`src/kac_pkg.sv`:
```
// Shared constants, types and helpers for the keypad alarm clock.
// No dependencies; imported by the top level and its checker.
package kac_pkg;

    // Configuration register map
    localparam int          CFG_ADDR_W       = 3;
    localparam logic [15:0] TICK_LIMIT_RESET = 16'd5574;

    // Time wrap points
    localparam logic [6:0] SECONDS_WRAP = 7'd60;
    localparam logic [6:0] MINUTES_WRAP = 7'd100;

    // Key codes (ASCII)
    localparam logic [7:0] KEY_ZERO   = 8'd48;
    localparam logic [7:0] KEY_COMMIT = 8'h41;  // 'A'
    localparam logic [7:0] KEY_CANCEL = 8'h42;  // 'B'
    localparam logic [7:0] KEY_ARM    = 8'h43;  // 'C'
    localparam logic [7:0] KEY_SET_T  = 8'h44;  // 'D'
    localparam logic [7:0] KEY_SET_A  = 8'h45;  // 'E'

    // Item command codes
    localparam logic CMD_TICK = 1'b0;
    localparam logic CMD_KEY  = 1'b1;

    // Mode codes as shown on the mode port
    localparam logic [2:0] MODE_IDLE     = 3'd0;
    localparam logic [2:0] MODE_SET_TIME = 3'd1;
    localparam logic [2:0] MODE_SET_ALRM = 3'd2;
    localparam logic [2:0] MODE_ALRM_OFF = 3'd3;
    localparam logic [2:0] MODE_WAITING  = 3'd4;
    localparam logic [2:0] MODE_RINGING  = 3'd5;

    // One result item
    typedef struct packed {
        logic [6:0]  minutes;
        logic [6:0]  seconds;
        logic [13:0] entry;
        logic        show_entry;
        logic        blink_all;
        logic        armed;
        logic [2:0]  mode;
    } result_t;

    // Two BCD digits to binary (0..99)
    function automatic logic [6:0] bcd2_to_bin(input logic [7:0] bcd);
        logic [6:0] tens;
        tens = {3'b000, bcd[7:4]};
        return 7'((tens << 3) + (tens << 1) + {3'b000, bcd[3:0]});
    endfunction

    // Four BCD digits to binary (0..9999)
    function automatic logic [13:0] bcd4_to_bin(input logic [15:0] bcd);
        logic [13:0] hi;
        logic [13:0] lo;
        hi = {7'b0, bcd2_to_bin(bcd[15:8])};
        lo = {7'b0, bcd2_to_bin(bcd[7:0])};
        return 14'((hi << 6) + (hi << 5) + (hi << 2) + lo);
    endfunction

endpackage

```
`src/keypad_alarm_clock.sv`:
```
// Keypad alarm clock: min:sec clock with prescaler, keypad entry and alarm.
// Depends on kac_pkg for key codes, mode codes and BCD helpers.
// A result enters the result register when its item is accepted, or the skid stage while result_stall holds it.
// Throughput: one item per cycle while item_stall is low; a single update pass sits between the
// state registers and the result register, backed by a one-entry skid stage.
// item_stall rises only while both the result register and the skid stage hold results.
// Reset (rst_n low, asynchronous): all clock state zero, tick limit 5574, no results.
module keypad_alarm_clock
    import kac_pkg::*;
(
    input  logic                  clk,
    input  logic                  rst_n,
    // APB-style configuration port
    input  logic                  psel,
    input  logic                  penable,
    input  logic                  pwrite,
    input  logic [CFG_ADDR_W-1:0] paddr,
    input  logic [31:0]           pwdata,
    output logic [31:0]           prdata,
    output logic                  pready,
    // Item channel
    input  logic                  item_valid,
    output logic                  item_stall,
    input  logic                  command,
    input  logic [7:0]            key_code,
    // Result channel
    output logic                  result_valid,
    input  logic                  result_stall,
    output logic [6:0]            shown_minutes,
    output logic [6:0]            shown_seconds,
    output logic [13:0]           entry_value,
    output logic                  show_entry,
    output logic                  blink_all,
    output logic                  alarm_armed,
    output logic [2:0]            mode
);

    typedef enum logic [2:0] {
        ST_IDLE     = MODE_IDLE,
        ST_SET_TIME = MODE_SET_TIME,
        ST_SET_ALRM = MODE_SET_ALRM,
        ST_ALRM_OFF = MODE_ALRM_OFF,
        ST_WAITING  = MODE_WAITING,
        ST_RINGING  = MODE_RINGING
    } state_t;

    state_t      state_reg, state_next;
    state_t      mode_evt;
    logic [15:0] tick_limit_reg, tick_limit_next;
    logic [15:0] prescale_reg, prescale_next;
    logic [6:0]  seconds_reg, seconds_next;
    logic [6:0]  minutes_reg, minutes_next;
    logic [15:0] entry_bcd_reg, entry_bcd_next;
    logic [13:0] alarm_reg, alarm_next;
    logic        armed_reg, armed_next;

    result_t     out_reg, out_next;
    logic        out_valid_reg, out_valid_next;
    result_t     skid_reg, skid_next;
    logic        skid_valid_reg, skid_valid_next;

    logic        cfg_write;
    logic        accept;
    logic        take;
    logic        is_tick;
    logic        is_digit;
    logic [7:0]  digit_code;
    logic [16:0] prescale_inc;
    logic        second_done;
    logic [6:0]  seconds_inc;
    logic [6:0]  minutes_inc;
    logic [13:0] entry_bin;
    logic [13:0] now_next;
    result_t     result_new;

    // Configuration port
    assign pready    = 1'b1;
    assign cfg_write = psel && penable && pwrite && pready;
    assign prdata    = (paddr[2] == 1'b0) ? {16'b0, tick_limit_reg} : 32'b0;

    always_comb
    begin
        tick_limit_next = tick_limit_reg;
        if (cfg_write && paddr[2] == 1'b0)
        begin
            tick_limit_next = pwdata[15:0];
        end
    end

    // Handshakes
    assign item_stall   = skid_valid_reg;
    assign accept       = item_valid && !skid_valid_reg;
    assign take         = out_valid_reg && !result_stall;
    assign result_valid = out_valid_reg;

    // Event decode
    assign is_tick    = (command == CMD_TICK);
    assign digit_code = key_code - KEY_ZERO;
    assign is_digit   = (key_code >= KEY_ZERO) && (digit_code < 8'd10);

    // Prescaler and second carry
    assign prescale_inc = {1'b0, prescale_reg} + 17'd1;
    assign second_done  = is_tick && (prescale_inc >= {1'b0, tick_limit_reg});
    assign seconds_inc  = seconds_reg + 7'd1;
    assign minutes_inc  = minutes_reg + 7'd1;

    // Update pass for one item
    always_comb
    begin
        prescale_next  = prescale_reg;
        seconds_next   = seconds_reg;
        minutes_next   = minutes_reg;
        entry_bcd_next = entry_bcd_reg;
        alarm_next     = alarm_reg;
        armed_next     = armed_reg;
        mode_evt       = state_reg;
        if (accept)
        begin
            if (is_tick)
            begin
                prescale_next = second_done ? 16'd0 : prescale_inc[15:0];
                if (second_done)
                begin
                    if (seconds_inc >= SECONDS_WRAP)
                    begin
                        seconds_next = 7'd0;
                        minutes_next = (minutes_inc >= MINUTES_WRAP) ? 7'd0 : minutes_inc;
                    end
                    else
                    begin
                        seconds_next = seconds_inc;
                    end
                end
            end
            else
            begin
                // other key codes leave the state alone
                if (is_digit)
                begin
                    // shift in a digit, oldest digit drops out
                    entry_bcd_next = {entry_bcd_reg[11:0], digit_code[3:0]};
                end
                else if (key_code == KEY_COMMIT)
                begin
                    if (state_reg == ST_SET_TIME)
                    begin
                        minutes_next = bcd2_to_bin(entry_bcd_reg[15:8]);
                        seconds_next = bcd2_to_bin(entry_bcd_reg[7:0]);
                    end
                    else if (state_reg == ST_SET_ALRM)
                    begin
                        alarm_next = bcd4_to_bin(entry_bcd_reg);
                    end
                    entry_bcd_next = 16'd0;
                    mode_evt       = ST_IDLE;
                end
                else if (key_code == KEY_CANCEL)
                begin
                    entry_bcd_next = 16'd0;
                    mode_evt       = ST_IDLE;
                end
                else if (key_code == KEY_ARM)
                begin
                    armed_next = !armed_reg;
                    mode_evt   = ST_WAITING;
                end
                else if (key_code == KEY_SET_T)
                begin
                    mode_evt = ST_SET_TIME;
                end
                else if (key_code == KEY_SET_A)
                begin
                    mode_evt = ST_SET_ALRM;
                end
            end
        end
    end

    assign now_next  = 14'(({7'b0, minutes_next} << 6) + ({7'b0, minutes_next} << 5)
                         + ({7'b0, minutes_next} << 2)) + {7'b0, seconds_next};
    assign entry_bin = bcd4_to_bin(entry_bcd_next);

    // Alarm match on the updated time
    always_comb
    begin
        state_next = mode_evt;
        if (accept && armed_next && now_next != 14'd0 && now_next == alarm_next)
        begin
            state_next = ST_RINGING;
        end
    end

    // Result item
    always_comb
    begin
        result_new.minutes    = minutes_next;
        result_new.seconds    = seconds_next;
        result_new.entry      = entry_bin;
        result_new.show_entry = (state_next == ST_SET_TIME) || (state_next == ST_SET_ALRM);
        result_new.blink_all  = (state_next == ST_SET_ALRM) || (state_next == ST_RINGING);
        result_new.armed      = armed_next;
        result_new.mode       = state_next;
    end

    // Result register and skid stage
    always_comb
    begin
        out_next        = out_reg;
        out_valid_next  = out_valid_reg;
        skid_next       = skid_reg;
        skid_valid_next = skid_valid_reg;
        if (accept)
        begin
            if (!out_valid_reg || take)
            begin
                out_next       = result_new;
                out_valid_next = 1'b1;
            end
            else
            begin
                skid_next       = result_new;
                skid_valid_next = 1'b1;
            end
        end
        else if (take)
        begin
            if (skid_valid_reg)
            begin
                out_next        = skid_reg;
                skid_valid_next = 1'b0;
            end
            else
            begin
                out_valid_next = 1'b0;
            end
        end
    end

    // State and registered outputs
    always_ff @(posedge clk or negedge rst_n)
    begin
        if (!rst_n)
        begin
            state_reg      <= ST_IDLE;
            tick_limit_reg <= TICK_LIMIT_RESET;
            prescale_reg   <= 16'd0;
            seconds_reg    <= 7'd0;
            minutes_reg    <= 7'd0;
            entry_bcd_reg  <= 16'd0;
            alarm_reg      <= 14'd0;
            armed_reg      <= 1'b0;
            out_reg        <= '0;
            out_valid_reg  <= 1'b0;
            skid_reg       <= '0;
            skid_valid_reg <= 1'b0;
        end
        else
        begin
            state_reg      <= state_next;
            tick_limit_reg <= tick_limit_next;
            prescale_reg   <= prescale_next;
            seconds_reg    <= seconds_next;
            minutes_reg    <= minutes_next;
            entry_bcd_reg  <= entry_bcd_next;
            alarm_reg      <= alarm_next;
            armed_reg      <= armed_next;
            out_reg        <= out_next;
            out_valid_reg  <= out_valid_next;
            skid_reg       <= skid_next;
            skid_valid_reg <= skid_valid_next;
        end
    end

    assign shown_minutes = out_reg.minutes;
    assign shown_seconds = out_reg.seconds;
    assign entry_value   = out_reg.entry;
    assign show_entry    = out_reg.show_entry;
    assign blink_all     = out_reg.blink_all;
    assign alarm_armed   = out_reg.armed;
    assign mode          = out_reg.mode;

endmodule

```
`config.mk`:
```
export PLATFORM = sky130hd
export DESIGN_NAME = keypad_alarm_clock
export DESIGN_NICKNAME = d
export VERILOG_FILES = /design/src/kac_pkg.sv /design/src/keypad_alarm_clock.sv
export SDC_FILE = /design/constraint.sdc
export NUM_CORES = 1
export LEC_CHECK = 0
export ABC_AREA = 1
export BUFFER_PORTS_ARGS = -buffer_cell sky130_fd_sc_hd__buf_2
export CAP_MARGIN = 10
export CORE_UTILIZATION = 40
export CTS_CLUSTER_DIAMETER = 120
export CTS_CLUSTER_SIZE = 24
export DETAILED_ROUTE_END_ITERATION = 10
export PLACE_DENSITY_LB_ADDON = 0.1
export SETUP_SLACK_MARGIN = 0.4
export SYNTH_ARGS = -nofsm -noshare
export SYNTH_HDL_FRONTEND = slang
export SYNTH_SLANG_ARGS = --single-unit
```
`constraint.sdc`:
```
create_clock -name clk -period 8.6 [get_ports clk]
set_input_delay 1.72 -clock clk [delete_from_list [all_inputs] [get_ports clk]]
set_output_delay 1.72 -clock clk [all_outputs]
set_load 0.02 [all_outputs]
```
==> results of run 1 <==
-- cell usage after synthesis (all sizes together) --
library cell | number | area [um2]
nand2 | 306 | 1190
inv | 219 | 822
dfrtp | 143 | 3580
nor2 | 123 | 498
o21ai | 123 | 619
ha | 119 | 1490
a21oi | 76 | 380
nand3 | 52 | 270
xor2 | 36 | 315
clkbuf | 31 | 116
fa | 26 | 521
o22ai | 24 | 150
nand4 | 23 | 144
buf | 20 | 158
xnor2 | 16 | 140
nor3 | 9 | 45.0
o211ai | 9 | 67.6
nand3b | 8 | 60.1
o21bai | 8 | 60.1
dfstp | 7 | 184
or2 | 6 | 37.5
a31oi | 5 | 31.3
clkinv | 3 | 12.5
o31ai | 3 | 22.5
a22o | 2 | 17.5
and2 | 2 | 12.5
conb | 2 | 7.51
nor4 | 2 | 12.5
a211oi | 1 | 7.51
a221o | 1 | 10.0
a221oi | 1 | 8.76
a22oi | 1 | 7.51
a311oi | 1 | 8.76
a31o | 1 | 8.76
mux2 | 1 | 11.3
mux2i | 1 | 10.0
nor3b | 1 | 7.51
o221ai | 1 | 8.76
o311ai | 1 | 8.76
-- per-layer routing --
| metal | share of wire, % | global-route usage (%) | vias up |
|---|---|---|---|
| li1 | - | - | 4723 |
| met1 | 51 | 29.4 | 4324 |
| met2 | 44 | 30.3 | 152 |
| met3 | 3.8 | 2.94 | 18 |
| met4 | 0.93 | 4.35 | 0 |
| met5 | 0 | 0 | - |
-- final timing paths --
kind	start	endpoint	slack [ns]	cells past startpoint
worst max-delay path	prescale_reg[2]$_DFFE_PN0P_	blink_all$_DFFE_PN0P_	1.03	40
worst min-delay path	entry_value[11]$_DFFE_PN0P_	entry_value[11]$_DFFE_PN0P_	0.47	2
min in group asynchronous	rst_n	tick_limit_reg[9]$_DFFE_PN0P_	1.32	1
max in group asynchronous	rst_n	entry_value[6]$_DFFE_PN0P_	5.85	2
worst max register to register	prescale_reg[2]$_DFFE_PN0P_	blink_all$_DFFE_PN0P_	1.03	40
worst min register to register	entry_value[11]$_DFFE_PN0P_	entry_value[11]$_DFFE_PN0P_	0.47	2
-- cell type report --
class | instances | area share [%]
multi-input combinational | 1006 | 50.5
sequential | 150 | 30.2
inverter | 222 | 6.69
timing repair buffer | 97 | 4.20
clock buffer | 19 | 3.55
tap | 341 | 3.42
clock inverter | 13 | 1.47
-- worst reg2reg max path, delay by kind of cell (launching register included) --
kind / cells / cell delay, ns
flops: 1 / 0.43
buf+inv: 5 / 0.43
xor+xnor: 2 / 0.47
simple gates: 26 / 3.88
compound gates: 3 / 0.49
fa+ha+maj: 4 / 1.75
-- power by group through the flow --
| stage | clock (W) | sequential (W) | combinational, W |
|---|---|---|---|
| CTS | 0.000835 | 0.000727 | 0.000147 |
| global route | 0.000866 | 0.000728 | 0.000165 |
| floorplan | 0 | 0.000740 | 0.000100 |
| finish | 0.000812 | 0.000727 | 0.000145 |
| global placement | 0 | 0.000740 | 0.000146 |
| detailed placement | 0 | 0.000741 | 0.000147 |
-- per-stage QoR --
stage	utilization (%)	cell area (um2)	total power (W)
floorplan	-	11100	0.000840
global placement	43.6	11800	0.000886
detailed placement	43.6	11800	0.000887
CTS	45.9	12400	0.00171
global route	46.1	12500	0.00176
finish	46.1	12500	0.00168
-- repair_timing --
action	4_1_cts	5_1_grt
resized for setup	0	9
endpoints found under the setup margin	0	13
buffers inserted	0	1
-- cell families after synthesis --
family | count (synthesis)
muxes | 2
buffers and inverters | 273
and+or+nand+nor | 532
xor gates and xnor gates | 52
DFF | 150
adders and majority gates | 145
other | 2
AOI/OAI and AO/OA | 258
==> reports/qor.yml, run 1 <==
detailed_routing:
  drt_wl_total_um: 27000
  drc: 0
  drt-wirelength-per-cell_um: 14.6
  drt_iter0_drc: 695
  dr.pass1.iters: 5
  ant_nets: 0
  vias: 9217
  avgViaCountPerCell: 4.99
pwr:
  ir_worst_vdd_uv: 132
  p_int_w: 0.00124
  swShare_pct: 26.1
  power_per_cell_area_nw_per_um2: 135
  switching_power_w: 0.000439
  pwr-share-clk_pct: 48.2
  seqPwrFrac_pct: 43.2
  p_leak_nw: 6.91
  comb_power_share_pct: 8.6
clocking:
  cts.root.buffer_cell: "clkbuf_16"
  path_clk_slew_ns: 0.07
  clkLatencyLatePin_ns: 0.44
  clockBufferDepth: 2
  cts_tree: "built"
  cts_sinks: 150
  hold_buffers: 0
  cts_buffers: 17
  ctsHtreeMaxLevel: 4
place:
  dp_cells: 1815
  gp_congestion: 0.851
  dp.final_hpwl_um: 20700
  dp_slack_ns: 0.644
  port_buffers: 84
cells_and_area:
  largest_register_ffs: 34
  syn2layout_area_growth_pct: 12.7
  layout_commonest_cell: "nand2_1"
  seqCellArea_um2: 3760
  multi_input_area_um2: 6290
  n_antenna_cell: 0
  instances_no_fill: 1848
  nFillCells: 2753
  final_cell_mix: "nand2_1 (291), inv_1 (215), dfrtp_1 (143)"
  fin_nets: 1690
  drive_gt1_share_pct: 11.9
critical_path:
  crit_slowest_cell: "fa_1"
  cpLargestDelayFamily: "simple AND/OR/NAND/NOR gates"
  startpoint_type: "flip-flop"
  cp_num_buf_inv: 5
  crit_type: "reg -> reg"
  cp_max_fo: 10
  cp_data_arrival_time_ns: 7.90
  endpoint_kind: "flip-flop"
  cpPeakStageDelay_ns: 0.54
  cp_data_required_time_ns: 8.93
  cp_common_cell: "nand2_1"
floorplan:
  die_w_um: 168
  start_util_pct: 40.9
  num_rows: 60
  dieArea_um2: 28300
  die_h_um: 168
  ios: 120
  core_area_um2: 27000
status:
  status: "completed"
sta:
  fin_skew_ns: 0.0157
  worst_pin_slew_ns: 1.05
  max_freq_mhz: 132
  setup_ws_ns: 1.03
  hold_viol: 0
  finalCriticalPeriod_ns: 7.57
  rsz0062_at_grt: "no"
  max_slew_margin_pct: 29.8
  setup-tns-final_ns: 0
  post-route-period-util_pct: 88.0
  setup_viol: 0
  maxSlewViolCount: 0
  timing.hold.ws_ns: 0.474
global_route:
  grtUsageTotal_pct: 19.8
  overflow: 0
  grt_max_degree: 82
  grt_pass1_vias: 8616
  antenna_found_initial: 0
  grt_first_pass_wirelength_um: 44300
synth:
  synthXorXnorAreaFrac_pct: 4.12
  syn_avg_cell_area_um2: 7.82
  synth-seq-cells: 150
  synthesis.area_um2: 11100
  yosys.area_share.adder_pct: 18.2
  syn_inst: 1414
  synth-compound-area-share_pct: 12.8
  synthSimpleGateAreaFrac_pct: 20.6
  seq_area_frac_synth_pct: 34.0
  yosys_warnings: 0
  synthMuxAreaShare_pct: 0.192
  synth_top_family_by_area: "simple AND/OR/NAND/NOR gates"
  ys_types: 50
hold_path:
  hp-class: "reg -> reg"
flow_run:
  drv_cap: 0
(Power assumes the default switching activity.)
==> run 2: changes to the inputs <==
clock period = 9.8 ns   (was 8.6 ns; I/O delays follow)
==> reports/qor.yml, run 2 (synthesis results as in run 1) <==
detailed_routing:
  dr.pass1.iters: 5
  vias: 9155
  ant_nets: 0
  drt_iter0_drc: 637
  avgViaCountPerCell: 4.96
  drt_wl_total_um: 27200
  drc: 0
  drt-wirelength-per-cell_um: 14.7
critical_path:
  endpoint_kind: "flip-flop"
  crit-reg2reg-capture: "skid_reg[5]$_DFFE_PN0P_"
  crit_slowest_cell: "fa_1"
  cp_max_fo: 10
  cpPeakStageDelay_ns: 0.55
  rrSetupSlack_ns: 1.71
  startpoint_type: "flip-flop"
  cp_data_required_time_ns: 10.07
  cp_data_arrival_time_ns: 8.36
  crit_type: "reg -> reg"
  cp_common_cell: "nor2_1"
  worst_r2r_path_depth: 42
  regToRegStartpoint: "prescale_reg[2]$_DFFE_PN0P_"
sta:
  worst_pin_slew_ns: 1.13
  maxSlewViolCount: 0
  setup-tns-final_ns: 0
  setup_viol: 0
  finalCriticalPeriod_ns: 8.09
  fin_skew_ns: 0.0143
  hold_viol: 0
  post-route-period-util_pct: 82.6
  max_freq_mhz: 124
  max_slew_margin_pct: 24.7
  timing.hold.ws_ns: 0.474
  rsz0062_at_grt: "no"
pwr:
  switching_power_w: 0.000394
  pwr-share-clk_pct: 47.4
  swShare_pct: 27.1
  seqPwrFrac_pct: 43.9
  power_per_cell_area_nw_per_um2: 118
  comb_power_share_pct: 8.8
  p_leak_nw: 6.87
  p_int_w: 0.00106
  ir_worst_vdd_uv: 113
clocking:
  cts_sinks: 150
  hold_buffers: 0
  ctsHtreeMaxLevel: 4
  post_cts_buffers: 0
  clkLatencyLatePin_ns: 0.44
  cts_buffers: 17
  path_clk_slew_ns: 0.07
  cts_tree: "built"
  cts-resized-gates: 0
  cts.root.buffer_cell: "clkbuf_16"
  clockBufferDepth: 2
global_route:
  antenna_found_initial: 0
  grt_first_pass_wirelength_um: 45000
  grt_pass1_vias: 8774
  grt_max_degree: 77
  overflow: 0
  grtUsageTotal_pct: 20.1
floorplan:
  dieArea_um2: 28300
  start_util_pct: 40.9
  num_rows: 60
  die_h_um: 168
  die_w_um: 168
  ios: 120
  core_area_um2: 27000
cells_and_area:
  final_cell_mix: "nand2_1 (292), inv_1 (215), dfrtp_1 (143)"
  final_util_pct: 45.7
  largest_register_ffs: 34
  n_antenna_cell: 0
  fin_area_um2: 12400
  nFillCells: 2756
  fin_nets: 1686
  layout_commonest_cell: "nand2_1"
  syn2layout_area_growth_pct: 11.7
  drive_gt1_share_pct: 11.1
hold_path:
  hp-class: "reg -> reg"
  hold_start: "shown_minutes[6]$_DFFE_PN0P_"
  hold_path_depth: 2
  min_to: "shown_minutes[6]$_DFFE_PN0P_"
flow_run:
  drv_cap: 0
place:
  port_buffers: 84
  dp.final_hpwl_um: 20700
  gp_congestion: 0.860
  placed_area_um2: 11800
status:
  status: "completed"
[run 2: worst max path at each step]
stage,from,end,cells past startpoint
after global placement,key_code[7],entry_value[13]$_DFFE_PN0P_,29
after detailed placement,key_code[7],entry_value[13]$_DFFE_PN0P_,29
after CTS,prescale_reg[2]$_DFFE_PN0P_,skid_reg[5]$_DFFE_PN0P_,42
final,prescale_reg[2]$_DFFE_PN0P_,skid_reg[5]$_DFFE_PN0P_,42
after global routing,prescale_reg[2]$_DFFE_PN0P_,skid_reg[5]$_DFFE_PN0P_,42
after floorplan,key_code[7],entry_value[13]$_DFFE_PN0P_,29
[run 2: layout make-up]
type	count	area, um2	share of cell area (%)
Clock buffer	18	429	3.47
Clock inverter	14	164	1.33
Inverter	222	835	6.75
Multi-Input combinational cell	1006	6250	50.6
Sequential cell	150	3760	30.4
Tap cell	341	427	3.45
Timing Repair Buffer	93	494	4.00
[run 2: power by group through the flow]
stage / Combinational [W] / Sequential (W) / Clock (W)
global placement: 0.000128 / 0.000649 / 0
detailed placement: 0.000129 / 0.000650 / 0
finish: 0.000127 / 0.000638 / 0.000688
CTS: 0.000130 / 0.000638 / 0.000706
global route: 0.000147 / 0.000638 / 0.000729
floorplan: 0.0000882 / 0.000649 / 0
[run 2: critical path: cells and delay by family (launching register included)]
kind / cells / cell delay [ns]
and+or+nand+nor: 26 / 4.12
adders and majority gates: 4 / 1.79
buffers and inverters: 6 / 0.60
xor gates and xnor gates: 2 / 0.52
AOI/OAI and AO/OA: 4 / 0.48
DFF: 1 / 0.42
[run 2: through the flow]
stage	std cells	setup WS (ns)	total power (W)
after global routing	1844	0.776	0.00151
final	1844	1.71	0.00145
after floorplan	1429	2.41	0.000737
after detailed placement	1812	1.42	0.000779
after CTS	1844	1.68	0.00147
after global placement	1812	1.51	0.000777
[run 2: routing by layer]
layer	global-route usage, %	share of wire (%)	vias to the layer above
met4	4.31	1.2	0
met3	3.31	3.4	23
met2	31.2	45	145
li1	-	-	4721
met1	29.4	51	4266
met5	0	0	-
